<file path="config.mk">
export PLATFORM = sky130hd
export DESIGN_NAME = macroblock_raster_pixel_packer_flat
export DESIGN_NICKNAME = d
export VERILOG_FILES = /design/src/sv/mrp_pkg.sv /design/src/sv/mrp_ifs.sv /design/src/sv/macroblock_raster_pixel_packer.sv /design/src/sv/mrp_cfg_regs.sv /design/src/sv/mrp_offset_stage.sv /design/src/sv/mrp_emit_stage.sv /design/src/flat_wrapper.sv
export VERILOG_INCLUDE_DIRS = /design/src /design/src/sv
export SDC_FILE = /design/constraint.sdc
export NUM_CORES = 1
export LEC_CHECK = 0
export ABC_AREA = 1
export BUFFER_PORTS_ARGS = -buffer_cell sky130_fd_sc_hd__buf_2
export CAP_MARGIN = 20
export CORE_MARGIN = 2
export CORE_UTILIZATION = 30
export CTS_CLUSTER_DIAMETER = 150
export DETAILED_ROUTE_END_ITERATION = 6
export GPL_TIMING_DRIVEN = 0
export HOLD_SLACK_MARGIN = 0.06
export PLACE_DENSITY = 0.52
export SYNTH_ARGS = -nofsm -noshare
export SYNTH_HDL_FRONTEND = slang
export SYNTH_HIERARCHICAL = 1
export SYNTH_SLANG_ARGS = --single-unit
</file>
<file path="constraint.sdc">
create_clock -name clk -period 15.8 [get_ports clk]
set_input_delay 0 -clock clk [delete_from_list [all_inputs] [get_ports clk]]
set_output_delay 0 -clock clk [all_outputs]
set_load 0.01 [all_outputs]
</file>
<file path="src/sv/macroblock_raster_pixel_packer_macros.svh">
// Assertion macros for the macroblock raster pixel packer.
// Each macro wraps one concurrent check, clocked on the rising edge and
// disabled while reset is active.
`ifndef MACROBLOCK_RASTER_PIXEL_PACKER_MACROS_SVH
`define MACROBLOCK_RASTER_PIXEL_PACKER_MACROS_SVH

`ifndef ASSERT_OFF

// Same-cycle implication.
`define MRP_ASSERT_IMPL(label, clk, rst_n, ante, cons) \
    label: assert property (@(posedge clk) disable iff (!rst_n) (ante) |-> (cons)) \
        else $error("mrp assertion failed");

// Next-cycle implication.
`define MRP_ASSERT_NEXT(label, clk, rst_n, ante, cons) \
    label: assert property (@(posedge clk) disable iff (!rst_n) (ante) |=> (cons)) \
        else $error("mrp assertion failed");

`else

`define MRP_ASSERT_IMPL(label, clk, rst_n, ante, cons)
`define MRP_ASSERT_NEXT(label, clk, rst_n, ante, cons)

`endif

`endif

</file>
<file path="src/sv/mrp_pkg.sv">
// ----------------------------------------------------------------------------
// mrp_pkg - shared types and constants
// Field widths, pixel formats, register indexes and stage payload structs.
// ----------------------------------------------------------------------------
package mrp_pkg;

    localparam int unsigned MAX_WIDTH  = 4096;
    localparam int unsigned BLOCK_SIDE = 16;

    localparam int unsigned COMP_W   = 8;
    localparam int unsigned WIDTH_W  = 13;
    localparam int unsigned BUF_W    = 27;
    localparam int unsigned ADDR_W   = 26;
    localparam int unsigned COUNT_W  = 3;
    localparam int unsigned IDX_W    = 2;
    localparam int unsigned DATA_W   = 27;
    localparam int unsigned LINE_W   = 12;   // raster row / column
    localparam int unsigned OFFS_W   = 25;   // row * width + column
    localparam int unsigned SCALED_W = 27;   // offset times bytes per pixel

    localparam logic [BUF_W-1:0] ADDR_SPAN = BUF_W'(1) << ADDR_W;

    typedef enum logic [1:0] {
        FMT_BGR888   = 2'd0,
        FMT_BGRA8888 = 2'd1,
        FMT_GRAY8    = 2'd2,
        FMT_RGB565   = 2'd3
    } fmt_t;

    typedef enum logic [IDX_W-1:0] {
        REG_IMAGE_WIDTH  = 2'd0,
        REG_PIXEL_FORMAT = 2'd1,
        REG_BUFFER_SIZE  = 2'd2,
        REG_UNUSED       = 2'd3
    } reg_idx_t;

    localparam logic [COUNT_W-1:0] N_GRAY8  = 3'd1;
    localparam logic [COUNT_W-1:0] N_RGB565 = 3'd2;
    localparam logic [COUNT_W-1:0] N_BGR888 = 3'd3;
    localparam logic [COUNT_W-1:0] N_BGRA   = 3'd4;

    // Effective configuration, already clamped.
    typedef struct packed {
        logic [WIDTH_W-1:0] width;
        fmt_t               fmt;
        logic [BUF_W-1:0]   limit;
    } cfg_t;

    typedef struct packed {
        logic [COMP_W-1:0] block_x;
        logic [COMP_W-1:0] block_y;
        logic [COMP_W-1:0] pixel_index;
        logic [COMP_W-1:0] red_or_gray;
        logic [COMP_W-1:0] green;
        logic [COMP_W-1:0] blue;
        logic [COMP_W-1:0] alpha;
    } pix_t;

    typedef struct packed {
        logic [OFFS_W-1:0]          offset;
        logic [COUNT_W-1:0]         n;
        logic [3:0][COMP_W-1:0]     bytes;
    } mid_t;

    typedef struct packed {
        logic [ADDR_W-1:0]  byte_address;
        logic [COUNT_W-1:0] byte_count;
        logic [3:0][COMP_W-1:0] bytes;
    } res_t;

endpackage

</file>
<file path="src/sv/mrp_ifs.sv">
// ----------------------------------------------------------------------------
// mrp_ifs - channel interfaces
// Pixel input, result output and configuration write channels.
// ----------------------------------------------------------------------------
interface mrp_pix_if;
    import mrp_pkg::*;
    logic              valid;
    logic              ready;
    logic [COMP_W-1:0] block_x;
    logic [COMP_W-1:0] block_y;
    logic [COMP_W-1:0] pixel_index;
    logic [COMP_W-1:0] red_or_gray;
    logic [COMP_W-1:0] green;
    logic [COMP_W-1:0] blue;
    logic [COMP_W-1:0] alpha;

    modport source (output valid, block_x, block_y, pixel_index, red_or_gray,
                    green, blue, alpha, input ready);
    modport sink   (input valid, block_x, block_y, pixel_index, red_or_gray,
                    green, blue, alpha, output ready);
endinterface

interface mrp_res_if;
    import mrp_pkg::*;
    logic               valid;
    logic               ready;
    logic [ADDR_W-1:0]  byte_address;
    logic [COUNT_W-1:0] byte_count;
    logic [COMP_W-1:0]  out_byte0;
    logic [COMP_W-1:0]  out_byte1;
    logic [COMP_W-1:0]  out_byte2;
    logic [COMP_W-1:0]  out_byte3;

    modport source (output valid, byte_address, byte_count, out_byte0, out_byte1,
                    out_byte2, out_byte3, input ready);
    modport sink   (input valid, byte_address, byte_count, out_byte0, out_byte1,
                    out_byte2, out_byte3, output ready);
endinterface

interface mrp_cfg_if;
    import mrp_pkg::*;
    logic              valid;
    logic              ready;
    logic [IDX_W-1:0]  index;
    logic [DATA_W-1:0] data;

    modport source (output valid, index, data, input ready);
    modport sink   (input valid, index, data, output ready);
endinterface

</file>
<file path="src/sv/macroblock_raster_pixel_packer.sv">
// ----------------------------------------------------------------------------
// macroblock_raster_pixel_packer - macroblock pixel to raster byte packer
// One request per cycle while the result side takes results; a stall backs up the input.
// Rate set by the single 12x13 offset multiplier stage, fully pipelined.
// Async active-low reset empties the pipe and loads register defaults.
// ----------------------------------------------------------------------------
//
// Pipeline:
//   stage 1  pixel input register
//   stage 2  raster offset: (block_y*16 + index/16) * width + block_x*16 + index%16,
//            plus format packing into up to four bytes
//   stage 3  offset scaled by bytes per pixel (1..4), compared with the
//            clamped buffer size; count trimmed at the buffer end and unused
//            bytes zeroed; result register
// Each stage refills while the one after it drains, so a stalled result
// still lets two more requests enter before the input backs up.
// Configuration writes are taken every cycle and go straight to the register file;
// the user must issue them only while the pipe is empty; the block does not check it.
module macroblock_raster_pixel_packer (
    input  logic   clk,
    input  logic   rst_n,
    mrp_cfg_if.sink    cfg,
    mrp_pix_if.sink    pixels,
    mrp_res_if.source  results
);
    import mrp_pkg::*;

    cfg_t  cfg_eff;
    pix_t  in_pix;
    logic  mid_valid;
    logic  mid_ready;
    mid_t  mid;
    res_t  res;

    // register file always takes the write
    assign cfg.ready = 1'b1;

    mrp_cfg_regs u_cfg (
        .clk      (clk),
        .rst_n    (rst_n),
        .wr_en    (cfg.valid),
        .wr_index (cfg.index),
        .wr_data  (cfg.data),
        .cfg      (cfg_eff)
    );

    always_comb
    begin
        in_pix.block_x     = pixels.block_x;
        in_pix.block_y     = pixels.block_y;
        in_pix.pixel_index = pixels.pixel_index;
        in_pix.red_or_gray = pixels.red_or_gray;
        in_pix.green       = pixels.green;
        in_pix.blue        = pixels.blue;
        in_pix.alpha       = pixels.alpha;
    end

    mrp_offset_stage u_offset (
        .clk       (clk),
        .rst_n     (rst_n),
        .cfg       (cfg_eff),
        .in_valid  (pixels.valid),
        .in_pix    (in_pix),
        .in_ready  (pixels.ready),
        .mid_valid (mid_valid),
        .mid       (mid),
        .mid_ready (mid_ready)
    );

    mrp_emit_stage u_emit (
        .clk       (clk),
        .rst_n     (rst_n),
        .cfg       (cfg_eff),
        .mid_valid (mid_valid),
        .mid       (mid),
        .mid_ready (mid_ready),
        .res_valid (results.valid),
        .res       (res),
        .res_ready (results.ready)
    );

    assign results.byte_address = res.byte_address;
    assign results.byte_count   = res.byte_count;
    assign results.out_byte0    = res.bytes[0];
    assign results.out_byte1    = res.bytes[1];
    assign results.out_byte2    = res.bytes[2];
    assign results.out_byte3    = res.bytes[3];

endmodule

</file>
<file path="src/sv/mrp_cfg_regs.sv">
// ----------------------------------------------------------------------------
// mrp_cfg_regs - configuration register file
// Holds width, format and buffer size; presents clamped values.
// ----------------------------------------------------------------------------
module mrp_cfg_regs (
    input  logic                        clk,
    input  logic                        rst_n,
    input  logic                        wr_en,
    input  logic [mrp_pkg::IDX_W-1:0]   wr_index,
    input  logic [mrp_pkg::DATA_W-1:0]  wr_data,
    output mrp_pkg::cfg_t               cfg
);
    import mrp_pkg::*;

    logic [WIDTH_W-1:0] width_reg;
    fmt_t               fmt_reg;
    logic [BUF_W-1:0]   bufsize_reg;

    always_ff @(posedge clk or negedge rst_n)
    begin
        if (!rst_n)
        begin
            width_reg   <= WIDTH_W'(1);
            fmt_reg     <= FMT_BGR888;
            bufsize_reg <= '0;
        end
        else if (wr_en)
        begin
            unique case (reg_idx_t'(wr_index))
                REG_IMAGE_WIDTH:  width_reg   <= wr_data[WIDTH_W-1:0];
                REG_PIXEL_FORMAT: fmt_reg     <= fmt_t'(wr_data[1:0]);
                REG_BUFFER_SIZE:  bufsize_reg <= wr_data[BUF_W-1:0];
                default: ;
            endcase
        end
    end

    always_comb
    begin
        cfg.width = (width_reg > WIDTH_W'(MAX_WIDTH)) ? WIDTH_W'(MAX_WIDTH) : width_reg;
        cfg.fmt   = fmt_reg;
        cfg.limit = (bufsize_reg > ADDR_SPAN) ? ADDR_SPAN : bufsize_reg;
    end

endmodule

</file>
<file path="src/sv/mrp_offset_stage.sv">
// ----------------------------------------------------------------------------
// mrp_offset_stage - input register and raster offset stage
// Registers the pixel, then forms row * width + column and the packed bytes.
// ----------------------------------------------------------------------------
module mrp_offset_stage (
    input  logic           clk,
    input  logic           rst_n,
    input  mrp_pkg::cfg_t  cfg,
    input  logic           in_valid,
    input  mrp_pkg::pix_t  in_pix,
    output logic           in_ready,
    output logic           mid_valid,
    output mrp_pkg::mid_t  mid,
    input  logic           mid_ready
);
    import mrp_pkg::*;

    logic  pix_valid_reg;
    pix_t  pix_reg;
    logic  mid_valid_reg;
    mid_t  mid_reg;
    mid_t  mid_next;
    logic  pix_ready;

    logic [LINE_W-1:0] row;
    logic [LINE_W-1:0] col;

    assign pix_ready = !mid_valid_reg || mid_ready;
    assign in_ready  = !pix_valid_reg || pix_ready;

    always_ff @(posedge clk or negedge rst_n)
    begin
        if (!rst_n)
        begin
            pix_valid_reg <= 1'b0;
            mid_valid_reg <= 1'b0;
        end
        else
        begin
            if (in_ready)
                pix_valid_reg <= in_valid;
            if (pix_ready)
                mid_valid_reg <= pix_valid_reg;
        end
    end

    always_ff @(posedge clk)
    begin
        if (in_ready && in_valid)
            pix_reg <= in_pix;
        if (pix_ready && pix_valid_reg)
            mid_reg <= mid_next;
    end

    always_comb
    begin
        // 16 pixels per block row: index splits into row and column nibbles
        row = {pix_reg.block_y, pix_reg.pixel_index[7:4]};
        col = {pix_reg.block_x, pix_reg.pixel_index[3:0]};
        mid_next.offset = OFFS_W'(row) * OFFS_W'(cfg.width) + OFFS_W'(col);
        mid_next.bytes  = '0;
        unique case (cfg.fmt)
            FMT_BGR888:
            begin
                mid_next.n        = N_BGR888;
                mid_next.bytes[0] = pix_reg.blue;
                mid_next.bytes[1] = pix_reg.green;
                mid_next.bytes[2] = pix_reg.red_or_gray;
            end
            FMT_BGRA8888:
            begin
                mid_next.n        = N_BGRA;
                mid_next.bytes[0] = pix_reg.blue;
                mid_next.bytes[1] = pix_reg.green;
                mid_next.bytes[2] = pix_reg.red_or_gray;
                mid_next.bytes[3] = pix_reg.alpha;
            end
            FMT_GRAY8:
            begin
                mid_next.n        = N_GRAY8;
                mid_next.bytes[0] = pix_reg.red_or_gray;
            end
            default:
            begin
                // blue is not masked to five bits
                mid_next.n        = N_RGB565;
                mid_next.bytes[0] = {pix_reg.green[2:0], 5'b0} | pix_reg.blue;
                mid_next.bytes[1] = {pix_reg.red_or_gray[4:0], pix_reg.green[5:3]};
            end
        endcase
    end

    assign mid_valid = mid_valid_reg;
    assign mid       = mid_reg;

endmodule

</file>
<file path="src/sv/mrp_emit_stage.sv">
// ----------------------------------------------------------------------------
// mrp_emit_stage - byte scaling, buffer clipping and result register
// Scales the offset by bytes per pixel and trims the count at buffer end.
// ----------------------------------------------------------------------------
`include "macroblock_raster_pixel_packer_macros.svh"

module mrp_emit_stage (
    input  logic           clk,
    input  logic           rst_n,
    input  mrp_pkg::cfg_t  cfg,
    input  logic           mid_valid,
    input  mrp_pkg::mid_t  mid,
    output logic           mid_ready,
    output logic           res_valid,
    output mrp_pkg::res_t  res,
    input  logic           res_ready
);
    import mrp_pkg::*;

    logic  res_valid_reg;
    res_t  res_reg;
    res_t  res_next;

    logic [SCALED_W-1:0] addr;
    logic [BUF_W-1:0]    room;
    logic                in_range;
    logic [COUNT_W-1:0]  count;

    assign mid_ready = !res_valid_reg || res_ready;

    always_ff @(posedge clk or negedge rst_n)
    begin
        if (!rst_n)
            res_valid_reg <= 1'b0;
        else if (mid_ready)
            res_valid_reg <= mid_valid;
    end

    always_ff @(posedge clk)
    begin
        if (mid_ready && mid_valid)
            res_reg <= res_next;
    end

    always_comb
    begin
        case (mid.n)
            N_GRAY8:  addr = SCALED_W'(mid.offset);
            N_RGB565: addr = SCALED_W'(mid.offset) << 1;
            N_BGR888: addr = (SCALED_W'(mid.offset) << 1) + SCALED_W'(mid.offset);
            default:  addr = SCALED_W'(mid.offset) << 2;
        endcase
        in_range = addr < cfg.limit;
        room     = cfg.limit - addr;
        if (!in_range)
            count = '0;
        else if (room > BUF_W'(mid.n))
            count = mid.n;
        else
            count = room[COUNT_W-1:0];

        res_next.byte_address = in_range ? addr[ADDR_W-1:0] : '0;
        res_next.byte_count   = count;
        for (int k = 0; k < 4; k++)
            res_next.bytes[k] = (COUNT_W'(k) < count) ? mid.bytes[k] : '0;
    end

    assign res_valid = res_valid_reg;
    assign res       = res_reg;

    `MRP_ASSERT_IMPL(a_drop_is_blank, clk, rst_n, res_valid_reg && res_reg.byte_count == '0, res_reg.byte_address == '0 && res_reg.bytes == '0)
    `MRP_ASSERT_IMPL(a_count_in_buffer, clk, rst_n, res_valid_reg && res_reg.byte_count != '0, BUF_W'(res_reg.byte_address) < cfg.limit)
    `MRP_ASSERT_IMPL(a_tail_zero, clk, rst_n, res_valid_reg && res_reg.byte_count < N_BGRA, res_reg.bytes[3] == '0)
    `MRP_ASSERT_NEXT(a_stall_holds, clk, rst_n, res_valid_reg && !res_ready, res_valid_reg && $stable(res_reg))

endmodule

</file>
<file path="src/flat_wrapper.sv">
// flat-port wrapper written by rule: the top's interface ports become plain ports
module macroblock_raster_pixel_packer_flat import mrp_pkg::*;
  (clk, rst_n, cfg_valid, cfg_index, cfg_data, cfg_ready, pixels_valid, pixels_block_x, pixels_block_y, pixels_pixel_index, pixels_red_or_gray, pixels_green, pixels_blue, pixels_alpha, pixels_ready, results_valid, results_byte_address, results_byte_count, results_out_byte0, results_out_byte1, results_out_byte2, results_out_byte3, results_ready);
  mrp_cfg_if cfg_i ();
  mrp_pix_if pixels_i ();
  mrp_res_if results_i ();
  input  logic clk;
  input  logic rst_n;
  input wire logic [$bits(cfg_i.valid)-1:0] cfg_valid;
  input wire logic [$bits(cfg_i.index)-1:0] cfg_index;
  input wire logic [$bits(cfg_i.data)-1:0] cfg_data;
  output wire logic [$bits(cfg_i.ready)-1:0] cfg_ready;
  input wire logic [$bits(pixels_i.valid)-1:0] pixels_valid;
  input wire logic [$bits(pixels_i.block_x)-1:0] pixels_block_x;
  input wire logic [$bits(pixels_i.block_y)-1:0] pixels_block_y;
  input wire logic [$bits(pixels_i.pixel_index)-1:0] pixels_pixel_index;
  input wire logic [$bits(pixels_i.red_or_gray)-1:0] pixels_red_or_gray;
  input wire logic [$bits(pixels_i.green)-1:0] pixels_green;
  input wire logic [$bits(pixels_i.blue)-1:0] pixels_blue;
  input wire logic [$bits(pixels_i.alpha)-1:0] pixels_alpha;
  output wire logic [$bits(pixels_i.ready)-1:0] pixels_ready;
  output wire logic [$bits(results_i.valid)-1:0] results_valid;
  output wire logic [$bits(results_i.byte_address)-1:0] results_byte_address;
  output wire logic [$bits(results_i.byte_count)-1:0] results_byte_count;
  output wire logic [$bits(results_i.out_byte0)-1:0] results_out_byte0;
  output wire logic [$bits(results_i.out_byte1)-1:0] results_out_byte1;
  output wire logic [$bits(results_i.out_byte2)-1:0] results_out_byte2;
  output wire logic [$bits(results_i.out_byte3)-1:0] results_out_byte3;
  input wire logic [$bits(results_i.ready)-1:0] results_ready;
  assign cfg_i.valid = cfg_valid;
  assign cfg_i.index = cfg_index;
  assign cfg_i.data = cfg_data;
  assign cfg_ready = cfg_i.ready;
  assign pixels_i.valid = pixels_valid;
  assign pixels_i.block_x = pixels_block_x;
  assign pixels_i.block_y = pixels_block_y;
  assign pixels_i.pixel_index = pixels_pixel_index;
  assign pixels_i.red_or_gray = pixels_red_or_gray;
  assign pixels_i.green = pixels_green;
  assign pixels_i.blue = pixels_blue;
  assign pixels_i.alpha = pixels_alpha;
  assign pixels_ready = pixels_i.ready;
  assign results_valid = results_i.valid;
  assign results_byte_address = results_i.byte_address;
  assign results_byte_count = results_i.byte_count;
  assign results_out_byte0 = results_i.out_byte0;
  assign results_out_byte1 = results_i.out_byte1;
  assign results_out_byte2 = results_i.out_byte2;
  assign results_out_byte3 = results_i.out_byte3;
  assign results_i.ready = results_ready;
  macroblock_raster_pixel_packer u_core (.clk(clk), .rst_n(rst_n), .cfg(cfg_i), .pixels(pixels_i), .results(results_i));
endmodule
</file>
# [Word level (Yosys, flattened, before mapping)]
# Cells that the tools add are included.
[word_totals] ff_bits=222 inputBits=90 output_inout_bits=64 word_cells=68
[classes] n_addsub=3 mul=1 magnitude_cmp=8 eq_ne=7 n_mux=8 n_bitwise=1 n_reduce_logical=15
[op_table] cell="$pmux 27 s3" count=1
[op_table] cell="$pmux 8 s2" count=2
[op_table] cell="$add 26x25->27" count=1
[op_table] cell="$gt 27x27->1 const B" count=1
[op_table] cell="$gt 27x3->1" count=1
[op_table] cell="$lt 27x27->1" count=1
[op_table] cell="$mux 27" count=1
[op_table] cell="$sub 27x27->27" count=1
[op_table] cell="$add 25x12->25" count=1
[op_table] cell="$mul 12x13->25" count=1
[op_table] cell="$gt 13x13->1 const B" count=1
[op_table] cell="$mux 13" count=1
[op_table] cell="$pmux 3 s3" count=1
[op_table] cell="$or 8x8->8" count=1
[op_table] cell="$eq 3x2->1 const B" count=2
[op_table] cell="$lt 1x3->1 const A" count=2
[op_table] cell="$lt 2x3->1 const A" count=2
[op_table] cell="$mux 3" count=2
[op_table] cell="$reduce_and 2->1" count=3
[op_table] cell="$eq 2x1->1 const B" count=2
[op_table] cell="$eq 2x2->1 const B" count=2
[op_table] cell="$logic_not 2->1" count=2
[op_table] cell="$eq 3x1->1 const B" count=1
[op_table] cell="$logic_and 1x1->1" count=3
[op_table] cell="other kinds (3)" count=7

# [Logic depth before layout (Yosys ltp)]
[depth] ltp_word=7 mapped_depth=36 mapped_depth_nobuf=35

# [By module]
# The synthesis kept the hierarchy.
[modules_own_cells] module="mrp_offset_stage" n_inst=1 cells_per_inst=1108 area_each_um2=10154.7 seq_area_each_um2=3533.4
[modules_own_cells] module="mrp_emit_stage" n_inst=1 cells_per_inst=987 area_each_um2=6505.0 seq_area_each_um2=1856.8
[modules_own_cells] module="mrp_cfg_regs" n_inst=1 cells_per_inst=265 area_each_um2=1994.4 seq_area_each_um2=1052.3
[modules_own_cells] module="macroblock_raster_pixel_packer" n_inst=1 cells_per_inst=2 area_each_um2=11.3 seq_area_each_um2=0.0

# [Worst setup path before layout]
# OpenSTA, ideal clock, no wires.
[synth_timing] path_kind="register to register" from="reg u_core.u_cfg.width_reg[7]" to="reg u_core.u_offset.mid_reg, in the netlist u_core/u_offset/mid[56] (data pin)" setup_ps=252 arrival_time_ps=5142 required_ps=15548 slack_ps=10406 stages_incl_launch_ff=28 n_path_buf=2 period_less_slack_ps=5394 path_cell_list="dfrtp_1 -> inv_1 -> nand4_1 -> nor2_1 -> nand2_1 -> buf_2 -> a21oi_1 -> clkbuf_1 -> nand2_1 -> fa_1 -> inv_1 -> fa_1 -> inv_1 -> fa_1 -> inv_1 -> fa_1 -> inv_1 -> fa_1 -> inv_1 -> ha_1 -> nand2_1 -> nand2_1 -> a21oi_1 -> nand3_2 -> nand2_1 -> nand2_1 -> nand2_1 -> nand2_1"
[synth_rtl] item="start, declared" line="mrp_cfg_regs.sv:15" source="logic [WIDTH_W-1:0] width_reg;"
[synth_rtl] item="start signal, assigned" line="mrp_cfg_regs.sv:30" source="REG_IMAGE_WIDTH: width_reg <= wr_data[WIDTH_W-1:0];"
[synth_rtl] item="end signal, assigned" line="mrp_offset_stage.sv:52" source="mid_reg <= mid_next;"
[synth_rtl] item="end, declared" line="mrp_offset_stage.sv:21" source="mid_t mid_reg;"

==> results.md <==
- Initial drt markers: 862
- Final hold slack: 0.131 ns
- Post-synthesis sequential element count: 222
- Routability cong.: 0.928
- Clock network fraction of total power: 13.5%
- Gate Count Post-Synth: 2362
- CP top delay family: adder cells
- WP data arrival: 6.76 ns
- Port bufs: 152
- Setup crit start kind: flip-flop
- Row count: 91
- Count of cell types in the netlist: 54
- FMAX: 0.155 GHz
- Largest cells by area after synthesis: edfxtp_1, fa_1, nand2_1, inv_1, ha_1
- Delay of the slowest critical-path stage: 0.53 ns
- Core Area: 0.0616 mm2
- Global-route wire length before repair: 82.2 mm
- Starting Density: 30.3%
- Crit path top cell by count: nand2_1
- Most frequent cells in the layout: nand2_1, inv_1, nor2_1
- Hold WC Path Type: in2reg
- Drt via density: 4.43
- Yosys warns: 6
- CP endpoint kind: flip-flop
- Avg Synthesized Cell Area: 7.90 um2
- Share of layout cells above drive strength 1: 11.4%
- Worst-margin pin slew: 1.09 ns
- Critical setup path kind: reg2reg
- Flop2flop setup slack: 9.35 ns
- PwrDens: 195 mW/mm2
- Status: complete, no violations
- GRT Resource Usage Total: 16.4%
- Worst-path fanout max: 10
- DIE AREA: 0.0642 mm2
- Final Cycle Share: 40.9%
- Detailed-router iteration count before antenna repair: 5
- Worst-path clk slew: 0.07 ns
- Sequential fraction of design power: 21.2%
- Commonest non-fill, non-tap cell in the layout: nand2_1
- HPWL Detailed: 43.3 mm
- CTS tree: yes
- Clock Skew: 0.0137 ns
- Logic gate share of total power: 65.3%
- GRT overflow: 0
- Post-synth EDFFs: 177
- VDD IR max: 108 uV
- Drt wl/cell: 15.0 um
- Slowest CP cell: fa_1
- Switch Pwr: 0.00221 W
- Max-slew violation count: 0
- Vias in the first global route: 15726
- Die width: 253 um
- Leading area contributor after synthesis: edfxtp_1
- Via count: 15503
- Largest net degree at the start of global routing: 57
- Primary FF master, synth: edfxtp_1
- Max_cap viols: 0
- Layout area overhead: 20.3%
- Post-synth top area share: 28.5%
- Final Hold Vio Count: 0
- Die H: 253 um
- Lkg Pwr: 11.7 nW
- Count of final setup violators: 0
- Initial antenna violation count: 0
- Synthesized area: 0.0187 mm2
- Register area: 0.00644 mm2
- Sw Ratio: 50.5%
- Clk root buf: clkbuf_16
- Minimum clock period after layout: 6.45 ns
- Nets@finish: 2990
- Relative slew slack: 25.1%
- Routed wire length: 52.4 mm
- Num CTS Buffers: 27
- Antenna diode count: 0
- WP data required: 16.11 ns
- Async set or reset register ratio after synthesis: 20.3%
- H-tree depth: 1
- Largest register FFs: 61
- CP Buf/Inv Count: 8
- Filler Cell Count: 6386
- Clock Latency Late Sink: 0.57 ns
- Area of the multi-input gates: 0.00981 mm2
- Sequential-to-total area share from yosys stat: 34.5%
- Detail Route Antenna Nets: 0
- Remaining DRCs: 0
- Clock sink total: 222
- Post-Syn Nets: 2705
- Setup TNS: 0 ns
- Total I/O pin count: 154
- Max Buffers Root-to-Sink: 3
- Unrepaired setup endpoints after global routing: false
- Int Power: 0.00217 W
## kinds of logic (layout without fill, tap and decap cells)
logic type	after synthesis	count (layout)	synth area share, %
and+or+nand+nor	999	999	22.6
buffers and inverters	639	942	13.0
adders and majority gates	253	253	21.9
AOI/OAI and AO/OA	230	230	7.07
DFF	222	222	34.5
xor gates and xnor gates	18	18	0.845
other	1	1	0.0201
## worst paths after layout
kind                                                               from  cells past startpoint                                        to
worst max-delay path              u_core/u_cfg/width_reg[2]$_DFFE_PN0P_                     27         u_core/u_offset/mid[56]$_DFFE_PP_
worst min-delay path                                  pixels_block_x[6]                      2         u_core/u_offset/col[10]$_DFFE_PP_
worst max register to register    u_core/u_cfg/width_reg[2]$_DFFE_PN0P_                     27         u_core/u_offset/mid[56]$_DFFE_PP_
worst min register to register  u_core/u_cfg/bufsize_reg[0]$_DFFE_PN0P_                      2   u_core/u_cfg/bufsize_reg[0]$_DFFE_PN0P_
max in group asynchronous                                         rst_n                      4     u_core/u_cfg/width_reg[0]$_DFFE_PN1P_
min in group asynchronous                                         rst_n                      3  u_core/u_cfg/bufsize_reg[25]$_DFFE_PN0P_
## Yosys cell counts, types with 4 or more instances
cell type and number:
nand2_1 609, inv_1 573, nand3_1 78, o21ai_0 77, a21oi_1 90, nor2_1 200, ha_1 130, o21a_1 4
o21ai_1 4, or2_2 12, inv_2 13, fa_1 123, edfxtp_1 177, a221oi_1 17, nor2_2 24, o22ai_1 6
clkbuf_1 41, buf_2 6, xor2_1 14, nor2_4 5, nand3_2 8, dfrtp_1 44, o21bai_1 11, xnor2_1 4
nand2_2 18, nand3b_1 7, nand4_1 18, nor3_1 8
## worst reg2reg max path: cells and delay by family, from the launching register on
| family | cells | cell delay (ns) |
|---|---|---|
| compound gates | 2 | 0.77 |
| fa+ha+maj | 6 | 2.92 |
| buf+inv | 8 | 1.03 |
| flops | 1 | 0.41 |
| simple gates | 11 | 1.06 |
## power groups by stage
stage	registers (W)	logic, W	clock network, W
detailed placement	0.000940	0.00285	0
global placement	0.000946	0.00282	0
finish	0.000927	0.00286	0.000593
floorplan	0.000932	0.00212	0
global route	0.000942	0.00328	0.000641
CTS	0.000928	0.00289	0.000618
## area by class of cell
cell class	instances	area share, %
multi-input cells	1501	43.7
flip-flops and latches	222	28.7
inverters	588	9.84
repair buffers	256	8.36
well taps	837	4.66
clock buffers	34	3.31
plain buffers	51	1.00
clock inverters	13	0.446
## metal layers
| layer | share of wire (%) | GRT usage (%) | vias to the layer above | routed length, um |
|---|---|---|---|---|
| met1 | 43 | 19.9 | 7278 | 22500 |
| met4 | 3.2 | 5.31 | 0 | 1650 |
| met2 | 50 | 29.6 | 313 | 26200 |
| met3 | 4.0 | 2.16 | 90 | 2070 |
| met5 | 0 | 0 | - | 0 |
| li1 | - | - | 7822 | - |
## through the flow
stage | cells | cell area, um2 | total power [W] | worst slack, ns | util [%]
6_report | 3502 | 22500 | 0.00438 | 9.35 | 36.5
3_3_place_gp | 3351 | 20500 | 0.00376 | 9.32 | 33.2
5_1_grt | 3502 | 22500 | 0.00487 | 8.98 | 36.5
2_1_floorplan | 2362 | 18700 | 0.00305 | 10.41 | -
3_5_place_dp | 3356 | 20600 | 0.00379 | 9.34 | 33.5
4_1_cts | 3500 | 22400 | 0.00443 | 9.34 | 36.4
## timing repair
action / in CTS / in global routing
gates resized for setup: 0 / 0
buffers inserted: 0 / 0
hold endpoints to repair: 154 / 4
hold buffers: 97 / 1
(Power assumes the default switching activity.)
